<file path="src/rtl/pcs_enc_pkg.sv">
// shared types and constants for the 64b/66b encoder and scrambler
// no dependencies; used by all files under rtl

package pcs_enc_pkg;

  // block geometry
  localparam int BLOCK_W     = 64;
  localparam int BLOCK_BYTES = 8;
  localparam int DIGIT_W     = 8;
  localparam int DIGITS      = BLOCK_W / DIGIT_W;
  localparam int DIGIT_CNT_W = $clog2(DIGITS);

  // scrambler x^58 + x^39 + 1
  localparam int SCR_W     = 58;
  localparam int SCR_TAP_A = 38;
  localparam int SCR_TAP_B = 57;

  // sync headers
  localparam logic [1:0] SYNC_CTRL = 2'd1;
  localparam logic [1:0] SYNC_DATA = 2'd2;

  // block type bytes
  localparam logic [7:0] IDLE_TYPE        = 8'h1e;
  localparam logic [7:0] START_LANE4_TYPE = 8'h33;
  localparam logic [7:0] START_LANE0_TYPE = 8'h78;

  // inter-frame gap floor
  localparam int MIN_GAP = 12;

  // one block handed to the scrambler
  typedef struct packed {
    logic               valid;
    logic [1:0]         sync;
    logic [BLOCK_W-1:0] payload;
    logic               last;
  } blk_req_t;

  // terminate block type by count of leftover bytes
  function automatic logic [7:0] term_type(input logic [2:0] cnt);
    logic [7:0] t;
    case (cnt)
      3'd0: t = 8'h87;
      3'd1: t = 8'h99;
      3'd2: t = 8'haa;
      3'd3: t = 8'hb4;
      3'd4: t = 8'hcc;
      3'd5: t = 8'hd2;
      3'd6: t = 8'he1;
      3'd7: t = 8'hff;
      default: t = 8'h87;
    endcase
    return t;
  endfunction

endpackage

</file>
<file path="src/rtl/pcs_enc_scrambler.sv">
// digit-serial self-synchronizing scrambler with output register
// depends on pcs_enc_pkg

module pcs_enc_scrambler (
  input  logic                             clk_i,
  input  logic                             rst_ni,
  input  pcs_enc_pkg::blk_req_t            req_i,
  output logic                             req_ready_o,
  output logic                             out_valid_o,
  input  logic                             out_stall_i,
  output logic [1:0]                       sync_hdr_o,
  output logic [pcs_enc_pkg::BLOCK_W-1:0]  block_word_o,
  output logic                             last_of_run_o
);

  localparam int BW = pcs_enc_pkg::BLOCK_W;
  localparam int DW = pcs_enc_pkg::DIGIT_W;
  localparam int SW = pcs_enc_pkg::SCR_W;
  localparam int CW = pcs_enc_pkg::DIGIT_CNT_W;

  logic          run_q, hold_q;
  logic [CW-1:0] cnt_q;
  logic [BW-1:0] pay_q, res_q;
  logic [1:0]    sync_q;
  logic          last_q;
  logic [SW-1:0] scr_q, scr_d;
  logic [DW-1:0] digit, digit_rev;

  logic          ovalid_q, olast_q;
  logic [1:0]    osync_q;
  logic [BW-1:0] oword_q;

  logic req_take, out_load;

  assign req_ready_o = !run_q && !hold_q;
  assign req_take    = req_i.valid && req_ready_o;
  assign out_load    = hold_q && (!ovalid_q || !out_stall_i);

  // one digit of scrambled bits; taps never reach bits made in this digit
  always_comb begin
    for (int k = 0; k < DW; k++) begin
      digit[k] = pay_q[k] ^ scr_q[pcs_enc_pkg::SCR_TAP_A - k]
                          ^ scr_q[pcs_enc_pkg::SCR_TAP_B - k];
      digit_rev[DW-1-k] = digit[k];
    end
    scr_d = {scr_q[SW-DW-1:0], digit_rev};
  end

  // block sequencing: load, shift digits, hold for output
  always_ff @(posedge clk_i or negedge rst_ni) begin
    if (!rst_ni) begin
      run_q  <= 1'b0;
      hold_q <= 1'b0;
      cnt_q  <= '0;
      scr_q  <= '1;
    end else begin
      if (req_take) begin
        run_q <= 1'b1;
        cnt_q <= '0;
      end else if (run_q) begin
        scr_q <= scr_d;
        cnt_q <= cnt_q + CW'(1);
        if (cnt_q == CW'(pcs_enc_pkg::DIGITS - 1)) begin
          run_q  <= 1'b0;
          hold_q <= 1'b1;
        end
      end else if (out_load) begin
        hold_q <= 1'b0;
      end
    end
  end

  // payload and result shift registers
  always_ff @(posedge clk_i) begin
    if (req_take) begin
      pay_q  <= req_i.payload;
      sync_q <= req_i.sync;
      last_q <= req_i.last;
    end else if (run_q) begin
      pay_q <= {DW'(0), pay_q[BW-1:DW]};
      res_q <= {digit, res_q[BW-1:DW]};
    end
  end

  // output register
  always_ff @(posedge clk_i or negedge rst_ni) begin
    if (!rst_ni) begin
      ovalid_q <= 1'b0;
    end else if (out_load) begin
      ovalid_q <= 1'b1;
    end else if (!out_stall_i) begin
      ovalid_q <= 1'b0;
    end
  end

  always_ff @(posedge clk_i) begin
    if (out_load) begin
      osync_q <= sync_q;
      oword_q <= res_q;
      olast_q <= last_q;
    end
  end

  assign out_valid_o   = ovalid_q;
  assign sync_hdr_o    = osync_q;
  assign block_word_o  = oword_q;
  assign last_of_run_o = olast_q;

endmodule

</file>
<file path="src/rtl/pcs_64b66b_encode_scramble.sv">
// 64b/66b block encoder: frame bytes in, scrambled 66-bit blocks out
// depends on pcs_enc_pkg and pcs_enc_scrambler
//
//   channel   handshake               payload
//   in        in_valid_i/in_stall_o   frame_byte_i, last_byte_i
//   out       out_valid_o/out_stall_i sync_hdr_o, block_word_o, last_of_run_o
//   cfg       cfg_valid_i/cfg_ready_o idle_gap_i
//
// a byte that completes no block holds the input only while the sequencer
// places it; one that hands blocks to the scrambler holds it until the last is taken.
// the scrambler shifts a block as eight 8-bit digits, holds the result and
// then loads it into the output register, and takes no new block until then.
// reset (async, active low) leaves the block between frames with the
// scrambler all ones and a gap of 12; output stalls back up to in_stall_o.

module pcs_64b66b_encode_scramble #(
  parameter int MAX_GAP = 255
) (
  input  logic                             clk_i,
  input  logic                             rst_ni,
  input  logic                             in_valid_i,
  output logic                             in_stall_o,
  input  logic [7:0]                       frame_byte_i,
  input  logic                             last_byte_i,
  output logic                             out_valid_o,
  input  logic                             out_stall_i,
  output logic [1:0]                       sync_hdr_o,
  output logic [pcs_enc_pkg::BLOCK_W-1:0]  block_word_o,
  output logic                             last_of_run_o,
  input  logic                             cfg_valid_i,
  output logic                             cfg_ready_o,
  input  logic [7:0]                       idle_gap_i
);

  localparam int PendW = $clog2(MAX_GAP + 1);
  localparam int BW    = pcs_enc_pkg::BLOCK_W;

  // sequencer states
  localparam logic [2:0] S_WAIT  = 3'd0;
  localparam logic [2:0] S_PRE   = 3'd1;
  localparam logic [2:0] S_BYTE  = 3'd2;
  localparam logic [2:0] S_FLUSH = 3'd3;
  localparam logic [2:0] S_TERM  = 3'd4;

  // frame phases
  localparam logic [1:0] PH_GAP   = 2'd0;
  localparam logic [1:0] PH_START = 2'd1;
  localparam logic [1:0] PH_DATA  = 2'd2;

  logic [2:0]       state_q;
  logic [1:0]       phase_q;
  logic [PendW-1:0] pending_q;
  logic [7:0]       gap_q;
  logic [BW-1:0]    blk_buf_q, blk_buf_d;
  logic [3:0]       bib_q, bib_inc;
  logic [2:0]       cap_q, pos;
  logic [7:0]       byte_q;
  logic             last_q;

  logic [PendW-1:0] pend_next, eff_gap;
  logic             flush_now;

  pcs_enc_pkg::blk_req_t req;
  logic                  req_ready;

  // clamp a gap value to the legal range
  function automatic logic [PendW-1:0] clamp_gap(input logic [7:0] g);
    logic [PendW-1:0] r;
    if (int'(g) < pcs_enc_pkg::MIN_GAP) begin
      r = PendW'(pcs_enc_pkg::MIN_GAP);
    end else if (int'(g) > MAX_GAP) begin
      r = PendW'(MAX_GAP);
    end else begin
      r = PendW'(g);
    end
    return r;
  endfunction

  assign eff_gap     = clamp_gap(gap_q);
  assign in_stall_o  = (state_q != S_WAIT);
  assign cfg_ready_o = (state_q == S_WAIT) && !in_valid_i;

  // idle count after one more idle block
  assign pend_next = (pending_q >= PendW'(pcs_enc_pkg::BLOCK_BYTES))
                   ? pending_q - PendW'(pcs_enc_pkg::BLOCK_BYTES) : '0;

  // byte placement into the open block
  always_comb begin
    pos       = (phase_q == PH_START) ? bib_q[2:0] - cap_q : bib_q[2:0];
    blk_buf_d = blk_buf_q;
    for (int k = 0; k < pcs_enc_pkg::BLOCK_BYTES; k++) begin
      if (pos == 3'(k)) begin
        blk_buf_d[k*8 +: 8] = blk_buf_q[k*8 +: 8] | byte_q;
      end
    end
    bib_inc   = bib_q + 4'd1;
    flush_now = (phase_q == PH_START) ? ((bib_inc >= {1'b0, cap_q}) || last_q)
                                      : bib_inc[3];
  end

  // block request toward the scrambler
  always_comb begin
    req.valid   = 1'b0;
    req.sync    = pcs_enc_pkg::SYNC_CTRL;
    req.payload = blk_buf_q;
    req.last    = 1'b0;
    case (state_q)
      S_PRE: begin
        req.valid   = (pending_q >= PendW'(5));
        req.payload = BW'(pcs_enc_pkg::IDLE_TYPE);
        req.last    = !last_q && (pend_next < PendW'(5));
      end
      S_FLUSH: begin
        req.valid = 1'b1;
        req.sync  = (phase_q == PH_START) ? pcs_enc_pkg::SYNC_CTRL
                                          : pcs_enc_pkg::SYNC_DATA;
        req.last  = !last_q;
      end
      S_TERM: begin
        req.valid   = 1'b1;
        req.payload = {blk_buf_q[BW-9:0], pcs_enc_pkg::term_type(bib_q[2:0])};
        req.last    = 1'b1;
      end
      default: begin
        req.valid = 1'b0;
      end
    endcase
  end

  // byte sequencer
  always_ff @(posedge clk_i or negedge rst_ni) begin
    if (!rst_ni) begin
      state_q   <= S_WAIT;
      phase_q   <= PH_GAP;
      pending_q <= PendW'(pcs_enc_pkg::MIN_GAP);
      gap_q     <= 8'(pcs_enc_pkg::MIN_GAP);
      blk_buf_q <= '0;
      bib_q     <= '0;
      cap_q     <= 3'd7;
    end else begin
      case (state_q)
        S_WAIT: begin
          if (in_valid_i) begin
            if (phase_q == PH_START || phase_q == PH_DATA) begin
              state_q <= S_BYTE;
            end else begin
              state_q <= S_PRE;
            end
          end else if (cfg_valid_i) begin
            gap_q     <= idle_gap_i;
            pending_q <= clamp_gap(idle_gap_i);
          end
        end
        S_PRE: begin
          if (pending_q >= PendW'(5)) begin
            if (req_ready) begin
              pending_q <= pend_next;
            end
          end else begin
            if (pending_q != '0) begin
              blk_buf_q <= BW'(pcs_enc_pkg::START_LANE4_TYPE);
              cap_q     <= 3'd3;
            end else begin
              blk_buf_q <= BW'(pcs_enc_pkg::START_LANE0_TYPE);
              cap_q     <= 3'd7;
            end
            pending_q <= '0;
            bib_q     <= '0;
            phase_q   <= PH_START;
            state_q   <= S_BYTE;
          end
        end
        S_BYTE: begin
          blk_buf_q <= blk_buf_d;
          bib_q     <= bib_inc;
          if (flush_now) begin
            state_q <= S_FLUSH;
          end else if (last_q) begin
            state_q <= S_TERM;
          end else begin
            state_q <= S_WAIT;
          end
        end
        S_FLUSH: begin
          if (req_ready) begin
            blk_buf_q <= '0;
            bib_q     <= '0;
            phase_q   <= PH_DATA;
            state_q   <= last_q ? S_TERM : S_WAIT;
          end
        end
        S_TERM: begin
          if (req_ready) begin
            pending_q <= eff_gap - PendW'(pcs_enc_pkg::BLOCK_BYTES) + PendW'(bib_q);
            blk_buf_q <= '0;
            bib_q     <= '0;
            phase_q   <= PH_GAP;
            state_q   <= S_WAIT;
          end
        end
        default: begin
          state_q <= S_WAIT;
        end
      endcase
    end
  end

  // input word capture
  always_ff @(posedge clk_i) begin
    if (state_q == S_WAIT && in_valid_i) begin
      byte_q <= frame_byte_i;
      last_q <= last_byte_i;
    end
  end

  pcs_enc_scrambler u_scrambler (
    .clk_i         (clk_i),
    .rst_ni        (rst_ni),
    .req_i         (req),
    .req_ready_o   (req_ready),
    .out_valid_o   (out_valid_o),
    .out_stall_i   (out_stall_i),
    .sync_hdr_o    (sync_hdr_o),
    .block_word_o  (block_word_o),
    .last_of_run_o (last_of_run_o)
  );

endmodule

</file>
<file path="config.mk">
export PLATFORM = sky130hd
export DESIGN_NAME = pcs_64b66b_encode_scramble
export DESIGN_NICKNAME = d
export VERILOG_FILES = /design/src/rtl/pcs_enc_pkg.sv /design/src/rtl/pcs_enc_scrambler.sv /design/src/rtl/pcs_64b66b_encode_scramble.sv
export SDC_FILE = /design/constraint.sdc
export NUM_CORES = 1
export LEC_CHECK = 0
export BUFFER_PORTS_ARGS = -buffer_cell sky130_fd_sc_hd__clkbuf_2
export CAP_MARGIN = 20
export CORE_ASPECT_RATIO = 1.25
export CORE_MARGIN = 2
export CORE_UTILIZATION = 55
export CTS_BUF_LIST = sky130_fd_sc_hd__clkbuf_8
export DETAILED_ROUTE_END_ITERATION = 6
export HOLD_SLACK_MARGIN = 0.06
export PLACE_DENSITY = 0.83
export SYNTH_ARGS = -nofsm -noshare
export SYNTH_HDL_FRONTEND = slang
export SYNTH_SLANG_ARGS = --single-unit
export TNS_END_PERCENT = 100
</file>
<file path="constraint.sdc">
create_clock -name clk_i -period 13.9 [get_ports clk_i]
set_clock_uncertainty 0.15 [all_clocks]
set_input_delay 1.39 -clock clk_i [delete_from_list [all_inputs] [get_ports clk_i]]
set_output_delay 1.39 -clock clk_i [all_outputs]
set_load 0.02 [all_outputs]
</file>
==> metrics.cfg <==
[sta]
setup_viol=0
setup-tns-final_ns=0
period_needed_ns=3.73
timing.hold.ws_ns=0.272
final-hold-violation-count=0
post-route-period-util=0.268
max_slew_margin=0.293
rsz0062_at_grt=false
slew_violations=0
fmax_mhz=268
worst_pin_slew_ns=1.06

[global_routing]
antenna_found_initial=0
grt.met3_usage=0.0395
grt_busiest_layer=met2
grt_pass1_wl_um=44500
grt_max_degree=93
grtUsageTotal=0.202
grt_use_met1=0.261
grt_overflow=0
grt_pass1_vias=8846
use_met2=0.340

[detailed_routing]
drc=0
drt_first_pass_iters=5
wl_um=27500
wl_per_cell_um=17.6
vias=9023
vias_per_cell=5.79
drt_iter0_markers=902
antenna_left=0

[synthesis]
yosys_warnings=0
synth_area_leaders=edfxtp_1, dfrtp_1, dfstp_2
synth-seq-cells=361
async_flop_share=0.427
synth_edf_count=207
synthCells=1079
synth.avg_cell_area_um2=13.5
synth_area_leader_cell=edfxtp_1
synth_seq_area_share=0.698
yosysUniqueCellTypes=63
syn-num-nets=1121
synth_top_area_frac=0.427
yosys_most_used_dff=edfxtp_1
netlist_area_mm2=0.0145

[setup_path]
startpoint=state_q[0]$_DFFE_PN0P_
rr_endpoint=u_scrambler.pay_q[16]$_DFFE_PP_
critPathCaptureType=register
cp.required_ns=14.06
arrival_ns=3.89
r2r_start=state_q[0]$_DFFE_PN0P_
cp-endpoint=u_scrambler.pay_q[16]$_DFFE_PP_
path_class=reg -> reg
worstRegToRegCells=7
worstPathMaxFanout=73
r2r_slack_ns=10.17
worstSetupStartpointType=register

[clocking]
cts_hold_buf=0
clk_latency_ns=0.57
htreeDepth=2
cts_tree=yes
cts_sinks=361
cts_buffer_depth=3
clkTransAtPathRegs_ns=0.06
clock-root-buffer=clkbuf_8
cts_resized=0
postCtsSetupRepairBufs=0
cts_inserted_buffers=52

[min_path]
hold_path.class=reg -> reg
hp-start=u_scrambler.res_q[7]$_DFFE_PP_

[power]
powerDensity_mw_per_mm2=264
p_leak_nw=6.48
irDropWorstVdd_mv=0.139

[job]
maxCapViolCount=0

[floorplan]
rows=66
io_pins=92
die_y_um=186
start_util=0.559
die_w_um=149
coreArea_mm2=0.0260
die_area_mm2=0.0278

[finish]
diodes=0
syn2layout_area_growth_pct=12.6
finalNetCount=1218
fillers=1890
drive_above_1_share=0.267
multiInputGateArea_mm2=0.00411
regArea_mm2=0.0102

[outcome]
status=finished, final reports clean

[placed_design]
place.detailed.hpwl_um=17200
globalplace.congestion=0.901
portBuffers=91

## cell usage after synthesis, types with 4 or more instances
master / count
dfstp_2: 63
a22oi_1: 8
mux2_2: 67
clkbuf_1: 45
nor2_1: 136
dfrtp_1: 91
buf_2: 12
nand2_1: 93
and2_1: 4
ha_1: 19
edfxtp_1: 207
nand2b_1: 7
o31ai_1: 7
a31oi_1: 7
or2_2: 6
or3_1: 10
inv_1: 20
nand3_1: 5
a211oi_1: 4
nor3_1: 8
o31a_1: 6
o22ai_1: 8
a22o_1: 4
a21oi_1: 18
nor2b_1: 6
o21ai_0: 88
xnor2_1: 20
a221oi_1: 50
## routing by layer
metal | up-vias | part of all wire
met1 | 4398 | 0.40
met2 | 370 | 0.50
li1 | 4196 | -
met5 | - | 0
met4 | 0 | 0.027
met3 | 59 | 0.067
## stage by stage
stage	cell area (um2)	std cells	setup slack (ns)	power, mW	utilization
floorplan	14500	1079	6.88	3.10	-
global placement	15300	1462	10.39	3.41	0.589
detailed placement	15300	1462	10.26	3.49	0.589
CTS	16400	1559	10.22	4.35	0.630
global route	16400	1559	9.90	4.60	0.630
finish	16400	1559	10.17	4.32	0.630
## cells in the final DEF (no fill, tap or decap), types with 20 or more instances in the layout
cell	synthesis	layout
clkbuf_2	0	90
dfrtp_1	91	90
dfstp_2	63	63
inv_1	20	32
edfxtp_1	207	207
nor2_1	136	135
mux2_2	67	67
o21ai_0	88	88
nand2_1	93	92
xnor2_1	20	20
a221oi_1	50	50
clkbuf_8	0	60
## area by class of cell
type,count,area share
flip-flops and latches,361,0.620
clock buffers,60,0.0504
multi-input cells,637,0.251
clock inverters,37,0.0148
repair buffers,102,0.0332
inverters,22,0.00504
well taps,340,0.0260
## cell families (layout without fill, tap and decap cells)
logic type               count (synthesis)  after routing  share of synthesized area
AO/OA/AOI/OAI                          229            229                      0.107
buffers and inverters                   81            221                     0.0219
XOR/XNOR                                23             23                     0.0138
adder cells (fa/ha/maj)                 20             20                     0.0177
multiplexers                            70             70                     0.0539
AND/OR/NAND/NOR                        295            295                     0.0881
flip-flops                             361            361                      0.698
## flip-flops by register name (all words and copies together) (netlist names), 2 cells and up
register,cells
byte_q,8
u_scrambler.scr_q,58
phase_q,2
u_scrambler.cnt_q,3
u_scrambler.sync_hdr_o,2
u_scrambler.sync_q,2
pending_q,8
bib_q,4
gap_q,8
blk_buf_q,64
state_q,3
u_scrambler.res_q,64
u_scrambler.pay_q,64
u_scrambler.block_word_o,64
## where the power goes
part	total [mW]	leakage (nW)	switching [mW]	internal (mW)
Clock	0.838	0.601	0.385	0.453
Combinational	1.33	2.00	0.814	0.521
Sequential	2.15	3.88	0.295	1.85
Total	4.32	6.48	1.49	2.82
## worst min path at each step
stage,cells past startpoint,endpoint,slack [ns]
floorplan,0,u_scrambler.block_word_o[0]$_DFFE_PP_,0.25
finish,0,u_scrambler.block_word_o[7]$_DFFE_PP_,0.27
detailed placement,0,u_scrambler.block_word_o[3]$_DFFE_PP_,0.26
global route,0,u_scrambler.block_word_o[3]$_DFFE_PP_,0.28
global placement,0,u_scrambler.block_word_o[5]$_DFFE_PP_,0.25
CTS,0,u_scrambler.block_word_o[7]$_DFFE_PP_,0.27
## critical path, cell delays in order, from the launching register on
cell and delay, ns:
dfrtp_1 0.72, nor3b_2 0.10, buf_4 0.37, o41ai_4 0.41, buf_4 0.65, inv_2 0.62
nor2_1 0.31, nor2_1 0.07
Power figures use the tool's default switching activity.
